### config.mk
export PLATFORM = sky130hd
export DESIGN_NAME = ook_pulse_width_frame_decoder_flat
export DESIGN_NICKNAME = d
export VERILOG_FILES = /design/src/design/ookd_pkg.sv /design/src/design/ookd_ifs.sv /design/src/design/ookd_pulse_class.sv /design/src/design/ookd_pair_mem.sv /design/src/design/ookd_frame_walk.sv /design/src/design/ook_pulse_width_frame_decoder.sv /design/src/flat_wrapper.sv
export SDC_FILE = /design/constraint.sdc
export NUM_CORES = 1
export LEC_CHECK = 0
export BUFFER_PORTS_ARGS = -buffer_cell sky130_fd_sc_hd__buf_2
export CAP_MARGIN = 10
export CORE_ASPECT_RATIO = 0.75
export CORE_MARGIN = 5
export CORE_UTILIZATION = 39
export CTS_CLUSTER_DIAMETER = 200
export DETAILED_ROUTE_END_ITERATION = 10
export PLACE_DENSITY = 0.64
export SKIP_CTS_REPAIR_TIMING = 1
export SYNTH_ARGS = -nofsm -noshare
export SYNTH_HDL_FRONTEND = slang
export SYNTH_HIERARCHICAL = 1
export SYNTH_SLANG_ARGS = --single-unit
### constraint.sdc
create_clock -name i_clk -period 32 [get_ports i_clk]
set_input_delay 1.6 -clock i_clk [delete_from_list [all_inputs] [get_ports i_clk]]
set_output_delay 1.6 -clock i_clk [all_outputs]
set_load 0.02 [all_outputs]
### src/design/ookd_pkg.sv
// Shared types and constants for the OOK pulse-width frame decoder.
package ookd_pkg;

    // Field widths fixed by the pulse and frame formats
    localparam int PULSE_LEN_W = 20;
    localparam int CFG_W       = 16;
    localparam int CFG_IDX_W   = 3;
    localparam int BIT_COUNT_W = 7;
    localparam int WORD_W      = 32;

    // Long low is five unit lengths; bit count saturates at its field maximum
    localparam int LONG_FACTOR   = 5;
    localparam int BIT_COUNT_MAX = 127;

    // Configuration register indexes
    typedef logic [CFG_IDX_W-1:0] t_cfg_idx;
    localparam t_cfg_idx CFG_UNIT_TIME       = 3'd0;
    localparam t_cfg_idx CFG_UNIT_TOLERANCE  = 3'd1;
    localparam t_cfg_idx CFG_START_TIME      = 3'd2;
    localparam t_cfg_idx CFG_START_TOLERANCE = 3'd3;
    localparam t_cfg_idx CFG_STOP_TIME       = 3'd4;

    // Register values after reset
    localparam logic [CFG_W-1:0] UNIT_TIME_RST       = 16'd250;
    localparam logic [CFG_W-1:0] UNIT_TOLERANCE_RST  = 16'd60;
    localparam logic [CFG_W-1:0] START_TIME_RST      = 16'd2600;
    localparam logic [CFG_W-1:0] START_TOLERANCE_RST = 16'd300;
    localparam logic [CFG_W-1:0] STOP_TIME_RST       = 16'd5000;

    // Length class of one pulse
    typedef struct packed {
        logic is_unit;
        logic is_long;
        logic is_start;
        logic is_stop;
    } t_pulse_class;

    // One decoded frame
    typedef struct packed {
        logic                   frame_status;
        logic [BIT_COUNT_W-1:0] bit_count;
        logic [WORD_W-1:0]      message_word;
    } t_frame_result;

    // Control from the pulse FSM to the frame walker
    typedef struct packed {
        logic start;
        logic odd;
        logic take;
    } t_walk_ctl;

    // Status from the frame walker
    typedef struct packed {
        logic          busy;
        logic          done;
        t_frame_result result;
    } t_walk_status;

endpackage

### src/design/ookd_ifs.sv
// Valid/ready channel interfaces for pulses, frames and configuration writes.
interface ookd_pulse_if;
    logic        valid;
    logic        ready;
    logic [19:0] pulse_length;
    logic        pulse_level;

    modport source (output valid, pulse_length, pulse_level, input ready);
    modport sink   (input valid, pulse_length, pulse_level, output ready);
endinterface

interface ookd_frame_if;
    logic        valid;
    logic        ready;
    logic        frame_status;
    logic [6:0]  bit_count;
    logic [31:0] message_word;

    modport source (output valid, frame_status, bit_count, message_word, input ready);
    modport sink   (input valid, frame_status, bit_count, message_word, output ready);
endinterface

interface ookd_cfg_if;
    logic        valid;
    logic        ready;
    logic [2:0]  index;
    logic [15:0] data;

    modport source (output valid, index, data, input ready);
    modport sink   (input valid, index, data, output ready);
endinterface

### src/design/ookd_pulse_class.sv
// Pulse length classifier: unit, long low, start low and stop tests.
module ookd_pulse_class (
    input  logic [ookd_pkg::PULSE_LEN_W-1:0] i_pulse_length,
    input  logic [ookd_pkg::CFG_W-1:0]       i_unit_time,
    input  logic [ookd_pkg::CFG_W-1:0]       i_unit_tolerance,
    input  logic [ookd_pkg::CFG_W-1:0]       i_start_time,
    input  logic [ookd_pkg::CFG_W-1:0]       i_start_tolerance,
    input  logic [ookd_pkg::CFG_W-1:0]       i_stop_time,
    output ookd_pkg::t_pulse_class           o_class
);
    import ookd_pkg::*;

    // |len - nominal| <= tol; nominal stays below 2^20
    function automatic logic near_len(
        input logic [PULSE_LEN_W-1:0] len,
        input logic [PULSE_LEN_W-1:0] nominal,
        input logic [CFG_W-1:0]       tol
    );
        logic [PULSE_LEN_W-1:0] diff;
        diff = (len >= nominal) ? (len - nominal) : (nominal - len);
        return diff <= PULSE_LEN_W'(tol);
    endfunction

    logic [PULSE_LEN_W-1:0] long_nominal;

    // Five units by constant multiply (fits in 19 bits)
    assign long_nominal = PULSE_LEN_W'(i_unit_time) * PULSE_LEN_W'(LONG_FACTOR);

    always_comb begin
        o_class.is_unit  = near_len(i_pulse_length, PULSE_LEN_W'(i_unit_time),
                                    i_unit_tolerance);
        o_class.is_long  = near_len(i_pulse_length, long_nominal, i_unit_tolerance);
        o_class.is_start = near_len(i_pulse_length, PULSE_LEN_W'(i_start_time),
                                    i_start_tolerance);
        o_class.is_stop  = i_pulse_length > PULSE_LEN_W'(i_stop_time);
    end

endmodule

### src/design/ookd_pair_mem.sv
// Half-bit store: one row per half-bit pair, two lanes, registered read.
module ookd_pair_mem #(
    parameter int ROWS  = 64,
    parameter int ROW_W = 6
) (
    input  logic             i_clk,
    input  logic             i_wr_en,
    input  logic [ROW_W-1:0] i_wr_row,
    input  logic             i_wr_lane,
    input  logic             i_wr_bit,
    input  logic             i_rd_en,
    input  logic [ROW_W-1:0] i_rd_row,
    output logic [1:0]       o_rd_data
);
    logic [1:0] r_mem [ROWS];

    // Lane 0 holds the first half-bit of a pair, lane 1 the second
    always_ff @(posedge i_clk) begin
        if (i_wr_en) begin
            r_mem[i_wr_row][i_wr_lane] <= i_wr_bit;
        end
    end

    always_ff @(posedge i_clk) begin
        if (i_rd_en) begin
            o_rd_data <= r_mem[i_rd_row];
        end
    end

endmodule

### src/design/ookd_frame_walk.sv
// Frame-end walker: reads stored pairs, decodes bits and builds the result.
module ookd_frame_walk #(
    parameter int MESSAGE_BITS = 32,
    parameter int PAIR_W       = 7,
    parameter int ROW_W        = 6
) (
    input  logic                    i_clk,
    input  logic                    i_rst_n,
    input  ookd_pkg::t_walk_ctl     i_ctl,
    input  logic [PAIR_W-1:0]       i_pairs,
    output logic                    o_rd_en,
    output logic [ROW_W-1:0]        o_rd_row,
    input  logic [1:0]              i_rd_data,
    output ookd_pkg::t_walk_status  o_status
);
    import ookd_pkg::*;

    localparam logic [1:0] WK_IDLE = 2'd0;
    localparam logic [1:0] WK_RUN  = 2'd1;
    localparam logic [1:0] WK_HOLD = 2'd2;

    // Only the MSB set: where the first decoded bit lands
    localparam logic [MESSAGE_BITS-1:0] PTR_INIT = ~({MESSAGE_BITS{1'b1}} >> 1);

    logic [1:0]              r_state, n_state;
    logic [PAIR_W-1:0]       r_pairs;
    logic [PAIR_W-1:0]       r_row;
    logic                    r_pend;
    logic                    r_bad;
    logic [MESSAGE_BITS-1:0] r_ptr;
    logic [MESSAGE_BITS-1:0] r_word;
    logic                    issue;
    logic                    finish;

    // One row read per cycle until all pairs are out or a bad pair shows up
    assign issue    = (r_state == WK_RUN) && !r_bad && (r_row != r_pairs);
    assign finish   = (r_state == WK_RUN) && !r_pend && (r_bad || (r_row == r_pairs));
    assign o_rd_en  = issue;
    assign o_rd_row = ROW_W'(r_row);

    always_comb begin
        n_state = r_state;
        case (r_state)
            WK_IDLE: begin
                if (i_ctl.start) begin
                    n_state = WK_RUN;
                end
            end
            WK_RUN: begin
                if (finish) begin
                    n_state = WK_HOLD;
                end
            end
            WK_HOLD: begin
                if (i_ctl.take) begin
                    n_state = WK_IDLE;
                end
            end
            default: n_state = WK_IDLE;
        endcase
    end

    // Control state
    always_ff @(posedge i_clk) begin
        if (!i_rst_n) begin
            r_state <= WK_IDLE;
            r_pend  <= 1'b0;
        end else begin
            r_state <= n_state;
            r_pend  <= issue;
        end
    end

    // Walk datapath; read data arrives in the cycle after the issue
    always_ff @(posedge i_clk) begin
        if (r_state == WK_IDLE && i_ctl.start) begin
            r_pairs <= i_pairs;
            r_row   <= '0;
            r_bad   <= i_ctl.odd;
            r_ptr   <= PTR_INIT;
            r_word  <= '0;
        end else begin
            if (issue) begin
                r_row <= r_row + 1'b1;
            end
            if (r_pend && !r_bad) begin
                if (i_rd_data[0] == i_rd_data[1]) begin
                    r_bad <= 1'b1;
                end else begin
                    // pair 10 gives a one, 01 a zero; bits past the word are dropped
                    if (i_rd_data[0]) begin
                        r_word <= r_word | r_ptr;
                    end
                    r_ptr <= r_ptr >> 1;
                end
            end
        end
    end

    always_comb begin
        o_status.busy = (r_state != WK_IDLE);
        o_status.done = (r_state == WK_HOLD);
        o_status.result.frame_status = r_bad;
        if (r_bad) begin
            o_status.result.bit_count    = '0;
            o_status.result.message_word = '0;
        end else begin
            if (int'(r_pairs) > BIT_COUNT_MAX) begin
                o_status.result.bit_count = BIT_COUNT_W'(BIT_COUNT_MAX);
            end else begin
                o_status.result.bit_count = BIT_COUNT_W'(r_pairs);
            end
            o_status.result.message_word = WORD_W'(r_word);
        end
    end

endmodule

### src/design/ook_pulse_width_frame_decoder.sv
// Top level of the OOK pulse-width frame decoder.
// Takes one radio pulse per transfer (length in microseconds and level) and
// tracks a sync high, a start low, then data half-bits: a unit high followed
// by a unit low (half-bit 0) or a five-unit low (half-bit 1). A low longer
// than stop_time ends the frame and one frame transfer follows with status,
// bit count and the first MESSAGE_BITS decoded bits, first bit highest. A
// pulse is taken whenever the walker is idle. A pulse that ends a frame
// starts a walk of the half-bit memory at one pair per cycle; pulse input
// is held off while the walk runs and while the previous frame still waits
// at the output. The store needs no clearing after reset: each frame reads
// only entries it wrote itself. Configuration writes are taken in any cycle.
module ook_pulse_width_frame_decoder #(
    parameter int HALF_BIT_DEPTH = 128,
    parameter int MESSAGE_BITS   = 32
) (
    input  logic         i_clk,
    input  logic         i_rst_n,
    ookd_pulse_if.sink   i_pulse,
    ookd_cfg_if.sink     i_cfg,
    ookd_frame_if.source o_frame
);
    import ookd_pkg::*;

    localparam int CNT_W  = $clog2(HALF_BIT_DEPTH + 1);
    localparam int PAIR_W = CNT_W - 1;
    localparam int ROWS   = (HALF_BIT_DEPTH + 1) / 2;
    localparam int ROW_W  = (ROWS > 1) ? $clog2(ROWS) : 1;

    // Receive phases
    localparam logic [1:0] PH_SYNC  = 2'd0;
    localparam logic [1:0] PH_START = 2'd1;
    localparam logic [1:0] PH_HIGH  = 2'd2;
    localparam logic [1:0] PH_LOW   = 2'd3;

    logic [CFG_W-1:0] r_unit_time;
    logic [CFG_W-1:0] r_unit_tolerance;
    logic [CFG_W-1:0] r_start_time;
    logic [CFG_W-1:0] r_start_tolerance;
    logic [CFG_W-1:0] r_stop_time;

    logic [1:0]       r_phase, n_phase;
    logic [CNT_W-1:0] r_count, n_count;
    logic             r_out_valid;
    t_frame_result    r_out;

    t_pulse_class     pc;
    t_walk_ctl        walk_ctl;
    t_walk_status     walk_st;
    logic             pulse_xfer;
    logic             cfg_xfer;
    logic             out_load;
    logic             mem_wr_en;
    logic             mem_rd_en;
    logic [ROW_W-1:0] mem_rd_row;
    logic [1:0]       mem_rd_data;

    // Pulses wait while the walker owns the memory
    assign i_pulse.ready = !walk_st.busy;
    assign i_cfg.ready   = 1'b1;
    assign pulse_xfer    = i_pulse.valid && i_pulse.ready;
    assign cfg_xfer      = i_cfg.valid && i_cfg.ready;

    ookd_pulse_class u_class (
        .i_pulse_length    (i_pulse.pulse_length),
        .i_unit_time       (r_unit_time),
        .i_unit_tolerance  (r_unit_tolerance),
        .i_start_time      (r_start_time),
        .i_start_tolerance (r_start_tolerance),
        .i_stop_time       (r_stop_time),
        .o_class           (pc)
    );

    // Frame result moves to the output register when it is free
    assign out_load = walk_st.done && (!r_out_valid || o_frame.ready);

    // Phase machine and half-bit push
    always_comb begin
        n_phase        = r_phase;
        n_count        = r_count;
        mem_wr_en      = 1'b0;
        walk_ctl.start = 1'b0;
        walk_ctl.odd   = r_count[0];
        walk_ctl.take  = out_load;
        if (pulse_xfer) begin
            case (r_phase)
                PH_SYNC: begin
                    if (pc.is_unit && i_pulse.pulse_level) begin
                        n_phase = PH_START;
                    end
                end
                PH_START: begin
                    if (!i_pulse.pulse_level && pc.is_start) begin
                        n_count = '0;
                        n_phase = PH_HIGH;
                    end else begin
                        n_phase = PH_SYNC;
                    end
                end
                PH_HIGH: begin
                    if (pc.is_unit && i_pulse.pulse_level) begin
                        n_phase = PH_LOW;
                    end else begin
                        n_count = '0;
                        n_phase = PH_SYNC;
                    end
                end
                PH_LOW: begin
                    if (!i_pulse.pulse_level && (pc.is_long || pc.is_unit)) begin
                        if (r_count < CNT_W'(HALF_BIT_DEPTH)) begin
                            mem_wr_en = 1'b1;
                            n_count   = r_count + 1'b1;
                            n_phase   = PH_HIGH;
                        end else begin
                            n_count = '0;
                            n_phase = PH_SYNC;
                        end
                    end else begin
                        // stop hands the frame to the walker; anything else drops it
                        walk_ctl.start = !i_pulse.pulse_level && pc.is_stop;
                        n_count        = '0;
                        n_phase        = PH_SYNC;
                    end
                end
                default: n_phase = PH_SYNC;
            endcase
        end
    end

    ookd_pair_mem #(
        .ROWS  (ROWS),
        .ROW_W (ROW_W)
    ) u_mem (
        .i_clk     (i_clk),
        .i_wr_en   (mem_wr_en),
        .i_wr_row  (ROW_W'(r_count >> 1)),
        .i_wr_lane (r_count[0]),
        .i_wr_bit  (pc.is_long),
        .i_rd_en   (mem_rd_en),
        .i_rd_row  (mem_rd_row),
        .o_rd_data (mem_rd_data)
    );

    ookd_frame_walk #(
        .MESSAGE_BITS (MESSAGE_BITS),
        .PAIR_W       (PAIR_W),
        .ROW_W        (ROW_W)
    ) u_walk (
        .i_clk     (i_clk),
        .i_rst_n   (i_rst_n),
        .i_ctl     (walk_ctl),
        .i_pairs   (PAIR_W'(r_count >> 1)),
        .o_rd_en   (mem_rd_en),
        .o_rd_row  (mem_rd_row),
        .i_rd_data (mem_rd_data),
        .o_status  (walk_st)
    );

    // Control state and configuration registers
    always_ff @(posedge i_clk) begin
        if (!i_rst_n) begin
            r_phase           <= PH_SYNC;
            r_count           <= '0;
            r_out_valid       <= 1'b0;
            r_unit_time       <= UNIT_TIME_RST;
            r_unit_tolerance  <= UNIT_TOLERANCE_RST;
            r_start_time      <= START_TIME_RST;
            r_start_tolerance <= START_TOLERANCE_RST;
            r_stop_time       <= STOP_TIME_RST;
        end else begin
            r_phase <= n_phase;
            r_count <= n_count;
            if (out_load) begin
                r_out_valid <= 1'b1;
            end else if (o_frame.ready) begin
                r_out_valid <= 1'b0;
            end
            if (cfg_xfer) begin
                case (i_cfg.index)
                    CFG_UNIT_TIME:       r_unit_time       <= i_cfg.data;
                    CFG_UNIT_TOLERANCE:  r_unit_tolerance  <= i_cfg.data;
                    CFG_START_TIME:      r_start_time      <= i_cfg.data;
                    CFG_START_TOLERANCE: r_start_tolerance <= i_cfg.data;
                    CFG_STOP_TIME:       r_stop_time       <= i_cfg.data;
                    default: ;
                endcase
            end
        end
    end

    // Output payload
    always_ff @(posedge i_clk) begin
        if (out_load) begin
            r_out <= walk_st.result;
        end
    end

    assign o_frame.valid        = r_out_valid;
    assign o_frame.frame_status = r_out.frame_status;
    assign o_frame.bit_count    = r_out.bit_count;
    assign o_frame.message_word = r_out.message_word;

    // Checks
    a_count_in_range: assert property (@(posedge i_clk) disable iff (!i_rst_n)
        r_count <= CNT_W'(HALF_BIT_DEPTH))
        else $error("half-bit count beyond store depth");

    a_no_write_during_walk: assert property (@(posedge i_clk) disable iff (!i_rst_n)
        mem_wr_en |-> !walk_st.busy)
        else $error("store written while walker reads it");

    a_walk_starts: assert property (@(posedge i_clk) disable iff (!i_rst_n)
        walk_ctl.start |=> walk_st.busy)
        else $error("frame end did not start the walker");

    a_load_from_walk: assert property (@(posedge i_clk) disable iff (!i_rst_n)
        $rose(r_out_valid) |-> $past(walk_st.done))
        else $error("frame output without a finished walk");

endmodule
### src/flat_wrapper.sv
// flat-port wrapper written by rule: the top's interface ports become plain ports
module ook_pulse_width_frame_decoder_flat import ookd_pkg::*;
#(
    parameter int HALF_BIT_DEPTH = 128,
    parameter int MESSAGE_BITS   = 32
)
  (i_clk, i_rst_n, i_pulse_valid, i_pulse_pulse_length, i_pulse_pulse_level, i_pulse_ready, i_cfg_valid, i_cfg_index, i_cfg_data, i_cfg_ready, o_frame_valid, o_frame_frame_status, o_frame_bit_count, o_frame_message_word, o_frame_ready);
  ookd_pulse_if i_pulse_i ();
  ookd_cfg_if i_cfg_i ();
  ookd_frame_if o_frame_i ();
  input  logic i_clk;
  input  logic i_rst_n;
  input wire logic [$bits(i_pulse_i.valid)-1:0] i_pulse_valid;
  input wire logic [$bits(i_pulse_i.pulse_length)-1:0] i_pulse_pulse_length;
  input wire logic [$bits(i_pulse_i.pulse_level)-1:0] i_pulse_pulse_level;
  output wire logic [$bits(i_pulse_i.ready)-1:0] i_pulse_ready;
  input wire logic [$bits(i_cfg_i.valid)-1:0] i_cfg_valid;
  input wire logic [$bits(i_cfg_i.index)-1:0] i_cfg_index;
  input wire logic [$bits(i_cfg_i.data)-1:0] i_cfg_data;
  output wire logic [$bits(i_cfg_i.ready)-1:0] i_cfg_ready;
  output wire logic [$bits(o_frame_i.valid)-1:0] o_frame_valid;
  output wire logic [$bits(o_frame_i.frame_status)-1:0] o_frame_frame_status;
  output wire logic [$bits(o_frame_i.bit_count)-1:0] o_frame_bit_count;
  output wire logic [$bits(o_frame_i.message_word)-1:0] o_frame_message_word;
  input wire logic [$bits(o_frame_i.ready)-1:0] o_frame_ready;
  assign i_pulse_i.valid = i_pulse_valid;
  assign i_pulse_i.pulse_length = i_pulse_pulse_length;
  assign i_pulse_i.pulse_level = i_pulse_pulse_level;
  assign i_pulse_ready = i_pulse_i.ready;
  assign i_cfg_i.valid = i_cfg_valid;
  assign i_cfg_i.index = i_cfg_index;
  assign i_cfg_i.data = i_cfg_data;
  assign i_cfg_ready = i_cfg_i.ready;
  assign o_frame_valid = o_frame_i.valid;
  assign o_frame_frame_status = o_frame_i.frame_status;
  assign o_frame_bit_count = o_frame_i.bit_count;
  assign o_frame_message_word = o_frame_i.message_word;
  assign o_frame_i.ready = o_frame_ready;
  ook_pulse_width_frame_decoder #(.HALF_BIT_DEPTH(HALF_BIT_DEPTH), .MESSAGE_BITS(MESSAGE_BITS)) u_core (.i_clk(i_clk), .i_rst_n(i_rst_n), .i_pulse(i_pulse_i), .i_cfg(i_cfg_i), .o_frame(o_frame_i));
endmodule
==> results of run 1 <==
[cells by family after synthesis]
kind of cell	count (synthesis)	share of synthesized area [%]
compound gates	547	16.2
other cells	1	0.0174
flops	343	40.1
mux	79	5.37
simple gates	856	18.3
fa+ha+maj	198	11.7
buf+inv	271	5.40
xor+xnor	72	2.92
[how the worst max path moves through the flow]
stage | end | depth (start not counted)
finish | u_core/u_mem/r_mem[54][0] | 35
detailed placement | u_core/u_mem/r_mem[52][0] | 35
floorplan | u_core/u_mem/r_mem[48][0] | 33
CTS | u_core/u_mem/r_mem[51][0] | 35
global route | u_core/u_mem/r_mem[53][0] | 35
global placement | u_core/u_mem/r_mem[51][0] | 35
[per-layer routing]
layer	GRT usage [%]	up-vias
met5	0	-
met4	3.81	10
met3	3.77	75
met2	28.4	615
met1	29.8	8527
li1	-	8374
[tightest hold or removal path: stages (launching register included)]
cell,delay (ns)
dfxtp_1,0.32
nand2_1,0.06
a21oi_1,0.05
[sequential cells by signal (all words and copies together) (netlist names), 32 cells and up]
| register | cells |
|---|---|
| u_core/u_mem/r_mem | 128 |
| u_core/u_walk/r_word | 32 |
| u_core/u_walk/r_ptr | 32 |
| u_core/o_frame.message_word | 32 |
[final cells by class]
| class | instances | area (µm²) | area share [%] |
|---|---|---|---|
| Antenna cell | 3 | 7.51 | 0.0319 |
| Inverter | 141 | 529 | 2.25 |
| Sequential cell | 343 | 8650 | 36.7 |
| Clock inverter | 25 | 241 | 1.03 |
| Tap cell | 722 | 903 | 3.84 |
| Clock buffer | 38 | 908 | 3.86 |
| Multi-Input combinational cell | 1753 | 11800 | 50.0 |
| Timing Repair Buffer | 98 | 528 | 2.24 |
[cells in the final DEF, fill, tap and decap left out, types with 64 or more instances in the layout]
cell type	Yosys	final
nand2_1	324	324
o21ai_0	64	64
edfxtp_1	178	178
a21oi_1	229	229
dfxtp_1	165	164
inv_1	141	139
nor2_1	246	246
ha_1	193	193
buf_2	49	86
[per-stage QoR]
stage               power (µW)  hold WS, ns  instances
CTS                       1080        0.452       3119
global route              1120        0.475       3123
floorplan                  610        0.424       2367
finish                    1070        0.452       3123
detailed placement         662        0.447       3056
global placement           659        0.439       3056
[power breakdown]
part	leakage, µW	total [µW]	switching [µW]	internal (µW)
clock	0.000570	413	174	239
combinational	0.00606	193	120	73.3
sequential	0.00283	465	2.14	463
==> results.txt, run 1 <==
----------------------------------------------------
[Outcome]
  Run status ... completed

[Worst setup path]
  Arrival time at the worst endpoint ... between 10 and 15 ns
  Startpoint kind of the worst setup timing path ... register
  Bufs and invs on worst path ... 1
  Register-to-Register Setup Slack ... ~21 ns
  Critical path type ... register to register
  Standard cell with the maximum stage delay on the critical path ... buf_4
  Delay of the slowest cell on the worst path ... around 0.83 ns
  R2r worst-path depth ... 35
  Launch point of the critical path ... u_core/r_unit_time[1]
  Worst reg2reg path startpoint ... u_core/r_unit_time[1]
  Top Family by Delay on Critical Path ... compound AO/OA/AOI/OAI gates
  Required arrival time at the worst endpoint ... 32.22 ns
  Critical Path Fanout Max ... 130
  FF-to-FF End ... u_core/u_mem/r_mem[54][0]
  Crit end category ... register

[Final layout]
  Filler Cells Inserted ... approximately 5.3k
  Share of layout cells above drive strength 1 ... about a tenth
  Post-layout net count ... between 2k and 3k
  Finished Cell Area ... roughly 24000 µm²
  Fraction of the core area covered by cells at the end of the flow ... a little over two fifths
  Area growth, synth to finish ... 9.14%

[Placement]
  HPWL after detailed placement ... 44200 µm
  Placement Cell Area ... 22400 µm²
  Pre-CTS WS ... 21.32 ns
  Count of input and output buffers ... 86
  Final Wtd Congestion ... 0.971

[Timing]
  Final worst clock skew ... approximately 0.023 ns
  Sum of negative setup slack ... 0 ns
  Shortest clock period the worst path allows after layout ... 10.86 ns
  Final Worst Setup Slack ... 21.14 ns
  Final Max Slew Viols ... 0
  Count of endpoints failing setup in the final report ... 0
  Headroom to the max-slew limit ... between 10% and 20%
  RSZ-0062 raised after global routing ... no
  Highest Clock Rate ... ~92 MHz
  Final period util ... ~34%
  Pin slew with the least headroom to its limit ... 1.21 ns
  Number of hold violations in the final report ... 0

[Floorplan]
  Initial core utilization ... approximately two fifths
  Y dimension of the die ... between 200 and 250 µm
  Horizontal extent of the die ... approximately 280 µm
  Die Footprint ... between 60000 and 70000 µm²
  Rows ... 74
  Core footprint ... between 50000 and 60000 µm²
  Count of boundary I/O pins ... slightly below 90

[Job]
  Number of maximum-capacitance constraint violations ... 0

[Worst hold path]
  HP Class ... register to register
  Worst Min Path Start ... u_core/u_walk/r_ptr[24]
  Cells on Worst Hold Path ... 2
  Endpoint with the worst hold slack ... u_core/u_walk/r_ptr[23]

[Route]
  Sum of met2 wire segment lengths after detailed routing ... 25500 µm
  First drt pass iteration count ... 5
  Sum of routed wire segments on met1 ... a little under 30000 µm
  Via count normalized by instance count ... 5.64
  Routed wire length ... around 60000 µm
  Vias ... 17.6k
  Highest routed metal layer ... met5
  Routed Antenna Nets ... 0
  Routed wl met3 ... around 5000 µm
  Average detailed-routed wire length per instance ... just under 20 µm
  Initial DRC Count ... around 1.8k
  DRC errors left ... 0

[Global routing]
  Initial antenna violation count ... 9
  Gr ovfl total ... 0
  Pin count of the biggest net entering global routing ... around 130
  Wire length of the first global-routing pass ... about 93000 µm
  Number of global-route vias before repair ... about 16k
  Total track usage ... between 10% and 20%

[Yosys]
  Count of mapped cells out of synthesis ... 2367
  Library cell with the largest summed area after synthesis ... edfxtp_1
  Part of the Yosys area used for sequential elements ... ~40%
  Post-Syn Nets ... 2610
  Number of enable flip-flop cells after synthesis ... about 180
  Average cell area after synthesis ... 9.11 µm²
  Count of cell types in the netlist ... 95
  Synth cell count leaders ... 324 x nand2_1, 246 x nor2_1, 229 x a21oi_1
  Yosys warning count ... 6
  Async set or reset register ratio after synthesis ... 0%
  Cell Area, Synth ... 21600 µm²
  Share of the synthesized area in the top cell type ... around a quarter
  Most used flip-flop cell after synthesis ... edfxtp_1
  Dominant cells by area after synthesis ... edfxtp_1 25%, dfxtp_1 15%, ha_1 11%
  Top-count cell post-synth ... nand2_1
  Synth Register Bits ... about 340

[Clock network]
  Clock latency on the worst-skew pair ... 0.53 ns
  Cts bufs inserted ... 35
  CTS clk-pin slew, worst paths ... roughly 0.060 ns
  CTS tree ... built
  Number of clock sinks ... between 300 and 400
  Max clock buf depth ... 3
  Clock root cell ... clkbuf_16
  Number of levels in the clock H-tree ... 2

[Power and ir drop]
  Pleak ... between 0.009 and 0.01 µW
  Worst voltage drop across the vdd grid ... slightly below 30 µV
  Pwr Density ... between 40 and 50 nW/µm²

----------------------------------------------------
No activity file was read; power rests on OpenSTA's default activity.
==> run 2, diff against run 1 <==
==> constraint.sdc (replaced) <==
create_clock -name i_clk -period 10.4 [get_ports i_clk]
set_input_delay 0.52 -clock i_clk [delete_from_list [all_inputs] [get_ports i_clk]]
set_output_delay 0.52 -clock i_clk [all_outputs]
set_load 0.02 [all_outputs]
==> run 2 against run 1 <==
Compared with the run above: worst setup slack worse by 20 ns; count of clock-buffer cells in the layout rose by 12; fmax grew 14%; utilization rose by 0.18 points; total power increased to 3.1 times the previous value; via count fell by 0.65%; critical path depth is 1 lower; global-route usage about the same; non-clock buffer count increased by 6; combinational power grew to 3.1 times the previous value; sequential power rose to 3.1 times the previous value; die area stayed put; largest cell class unchanged.
==> results.txt, run 2 (same netlist as run 1, synthesis figures left out) <==
----------------------------------------------------
[Timing]
  Highest Clock Rate ... 105 MHz (+14%)
  Headroom to the max-slew limit ... 22.4% (+3.0 points)
  Final Max Slew Viols ... 0 (unchanged)
  Final worst clock skew ... 0.0334 ns (+0.0105 ns)
  Sum of negative setup slack ... 0 ns (unchanged)
  Pin slew with the least headroom to its limit ... 1.16 ns (-0.0450 ns)
  Number of hold violations in the final report ... 0 (unchanged)
  Count of endpoints failing setup in the final report ... 0 (unchanged)
  RSZ-0062 raised after global routing ... no
  Shortest clock period the worst path allows after layout ... 9.49 ns (-1.37 ns)
  Final period util ... 91.2% (+57 points)

[Placement]
  Count of input and output buffers ... 86 (unchanged)
  Final Wtd Congestion ... 0.955 (-1.6%)
  HPWL after detailed placement ... 44400 µm (+0.38%)

[Route]
  Routed Antenna Nets ... 0 (unchanged)
  Routed wire length ... 60400 µm (-0.53%)
  Via count normalized by instance count ... 5.58 (-0.91%)
  Vias ... 17.5k (-0.65%)
  Initial DRC Count ... 1758 (-4.6%)
  Average detailed-routed wire length per instance ... 19.3 µm (-0.78%)
  DRC errors left ... 0 (unchanged)
  First drt pass iteration count ... 5 (unchanged)

[Final layout]
  Share of layout cells above drive strength 1 ... 9.81% (+0.18 points)
  Register with the highest flop count ... u_core/u_mem/r_mem
  Area of the multi-input gates ... 11800 µm² (about the same)
  Area occupied by registers ... 8650 µm² (unchanged)
  Max FFs per register ... 128 (unchanged)
  Commonest cells after routing, fill and taps aside ... 324 x nand2_1, 246 x nor2_1, 229 x a21oi_1, 193 x ha_1, 178 x edfxtp_1
  Filler Cells Inserted ... 5222 (-1.7%)
  Post-layout net count ... 2622 (+0.27%)
  Most common cell after layout, fill and taps aside ... nand2_1
  Area growth, synth to finish ... 9.60%

[Floorplan]
  Horizontal extent of the die ... 282 µm (unchanged)
  Y dimension of the die ... 214 µm (unchanged)
  Core footprint ... 54600 µm² (unchanged)
  Rows ... 74 (unchanged)
  Count of boundary I/O pins ... 88 (unchanged)
  Initial core utilization ... 39.5% (unchanged)
  Die Footprint ... 60200 µm² (unchanged)

[Clock network]
  Clock latency on the worst-skew pair ... 0.53 ns (about the same)
  Clock root cell ... clkbuf_16
  Number of levels in the clock H-tree ... 2 (unchanged)
  CTS clk-pin slew, worst paths ... 0.06 ns (about the same)
  CTS tree ... built
  Cts bufs inserted ... 36 (+2.9%)
  Max clock buf depth ... 3 (unchanged)
  Number of clock sinks ... 343 (unchanged)

[Worst setup path]
  Standard cell with the maximum stage delay on the critical path ... o41ai_2
  Delay of the slowest cell on the worst path ... 0.49 ns (-0.34 ns)
  Crit end category ... register
  Critical Path Fanout Max ... 17 (-87%)
  Startpoint kind of the worst setup timing path ... register
  Critical path type ... register to register
  Required arrival time at the worst endpoint ... 10.62 ns (-21.60 ns)
  Arrival time at the worst endpoint ... 9.71 ns (-1.37 ns)

[Power and ir drop]
  Worst voltage drop across the vdd grid ... 91.9 µV (+210%)
  Pleak ... 0.00951 µW (+0.51%)
  Total power ... 3320 µW (+210%)
  Pwr Density ... 140 nW/µm² (+210%)

[Global routing]
  Number of global-route vias before repair ... 16.4k (-0.061%)
  Gr ovfl total ... 0 (unchanged)
  Total track usage ... 19.3% (-0.039 points)
  Initial antenna violation count ... 9 (unchanged)
  Wire length of the first global-routing pass ... 92600 µm (-0.61%)
  Pin count of the biggest net entering global routing ... 130 (-0.76%)

[Outcome]
  Run status ... completed

[Job]
  Number of maximum-capacitance constraint violations ... 0 (unchanged)

[Worst hold path]
  HP Class ... input port to register

----------------------------------------------------
run 2: power breakdown:
group | leakage [µW] | internal, µW | switching, µW | total [µW]
logic | 0.00610 | 226 | 367 | 593
registers | 0.00283 | 1430 | 6.65 | 1430
clock network | 0.000580 | 757 | 533 | 1290
total | 0.00951 | 2410 | 907 | 3320
run 2: final timing paths:
kind / depth (start not counted) / slack [ns] / end / startpoint
max: 34 / 0.91 / u_core/u_mem/r_mem[54][0] / u_core/r_unit_time[1]
min: 3 / 0.30 / u_core/r_unit_time[2] / i_cfg_data[2]
max reg2reg: 34 / 0.91 / u_core/u_mem/r_mem[54][0] / u_core/r_unit_time[1]
min reg2reg: 2 / 0.46 / u_core/r_stop_time[6] / u_core/r_stop_time[6]
run 2: stage by stage:
| stage | worst slack (ns) | std cells | hold slack, ns | utilization (%) | instance area (µm²) |
|---|---|---|---|---|---|
| floorplan | 0.119 | 2367 | 0.424 | - | 21600 |
| global placement | 1.17 | 3062 | 0.442 | 41.0 | 22400 |
| detailed placement | 0.914 | 3062 | 0.448 | 41.0 | 22400 |
| CTS | 0.855 | 3127 | 0.283 | 43.2 | 23600 |
| global route | 0.135 | 3131 | 0.288 | 43.3 | 23600 |
| finish | 0.910 | 3131 | 0.301 | 43.3 | 23600 |
run 2: worst max-delay path: cells and delay by family (launching register included):
| kind | cells | cell delay, ns |
|---|---|---|
| AO/OA/AOI/OAI | 17 | 3.89 |
| AND/OR/NAND/NOR | 9 | 2.61 |
| adder cells (fa/ha/maj) | 5 | 1.63 |
| flip-flops | 1 | 0.43 |
| multiplexers | 1 | 0.39 |
| XOR/XNOR | 2 | 0.27 |
run 2: area by class of cell:
cell class,count,area share [%]
Multi-Input combinational cell,1753,49.8
Sequential cell,343,36.6
Clock buffer,50,4.25
Inverter,141,2.24
Tap cell,722,3.82
Timing Repair Buffer,104,2.49
Antenna cell,3,0.0318
Clock inverter,15,0.736
run 2: metal layers:
layer / vias up / global-route usage, % / routed length (µm)
met5: - / 0 / 57
met4: 10 / 3.91 / 1100
met3: 79 / 4.71 / 5130
met2: 575 / 28.9 / 25400
met1: 8418 / 28.7 / 28700
li1: 8404 / - / -
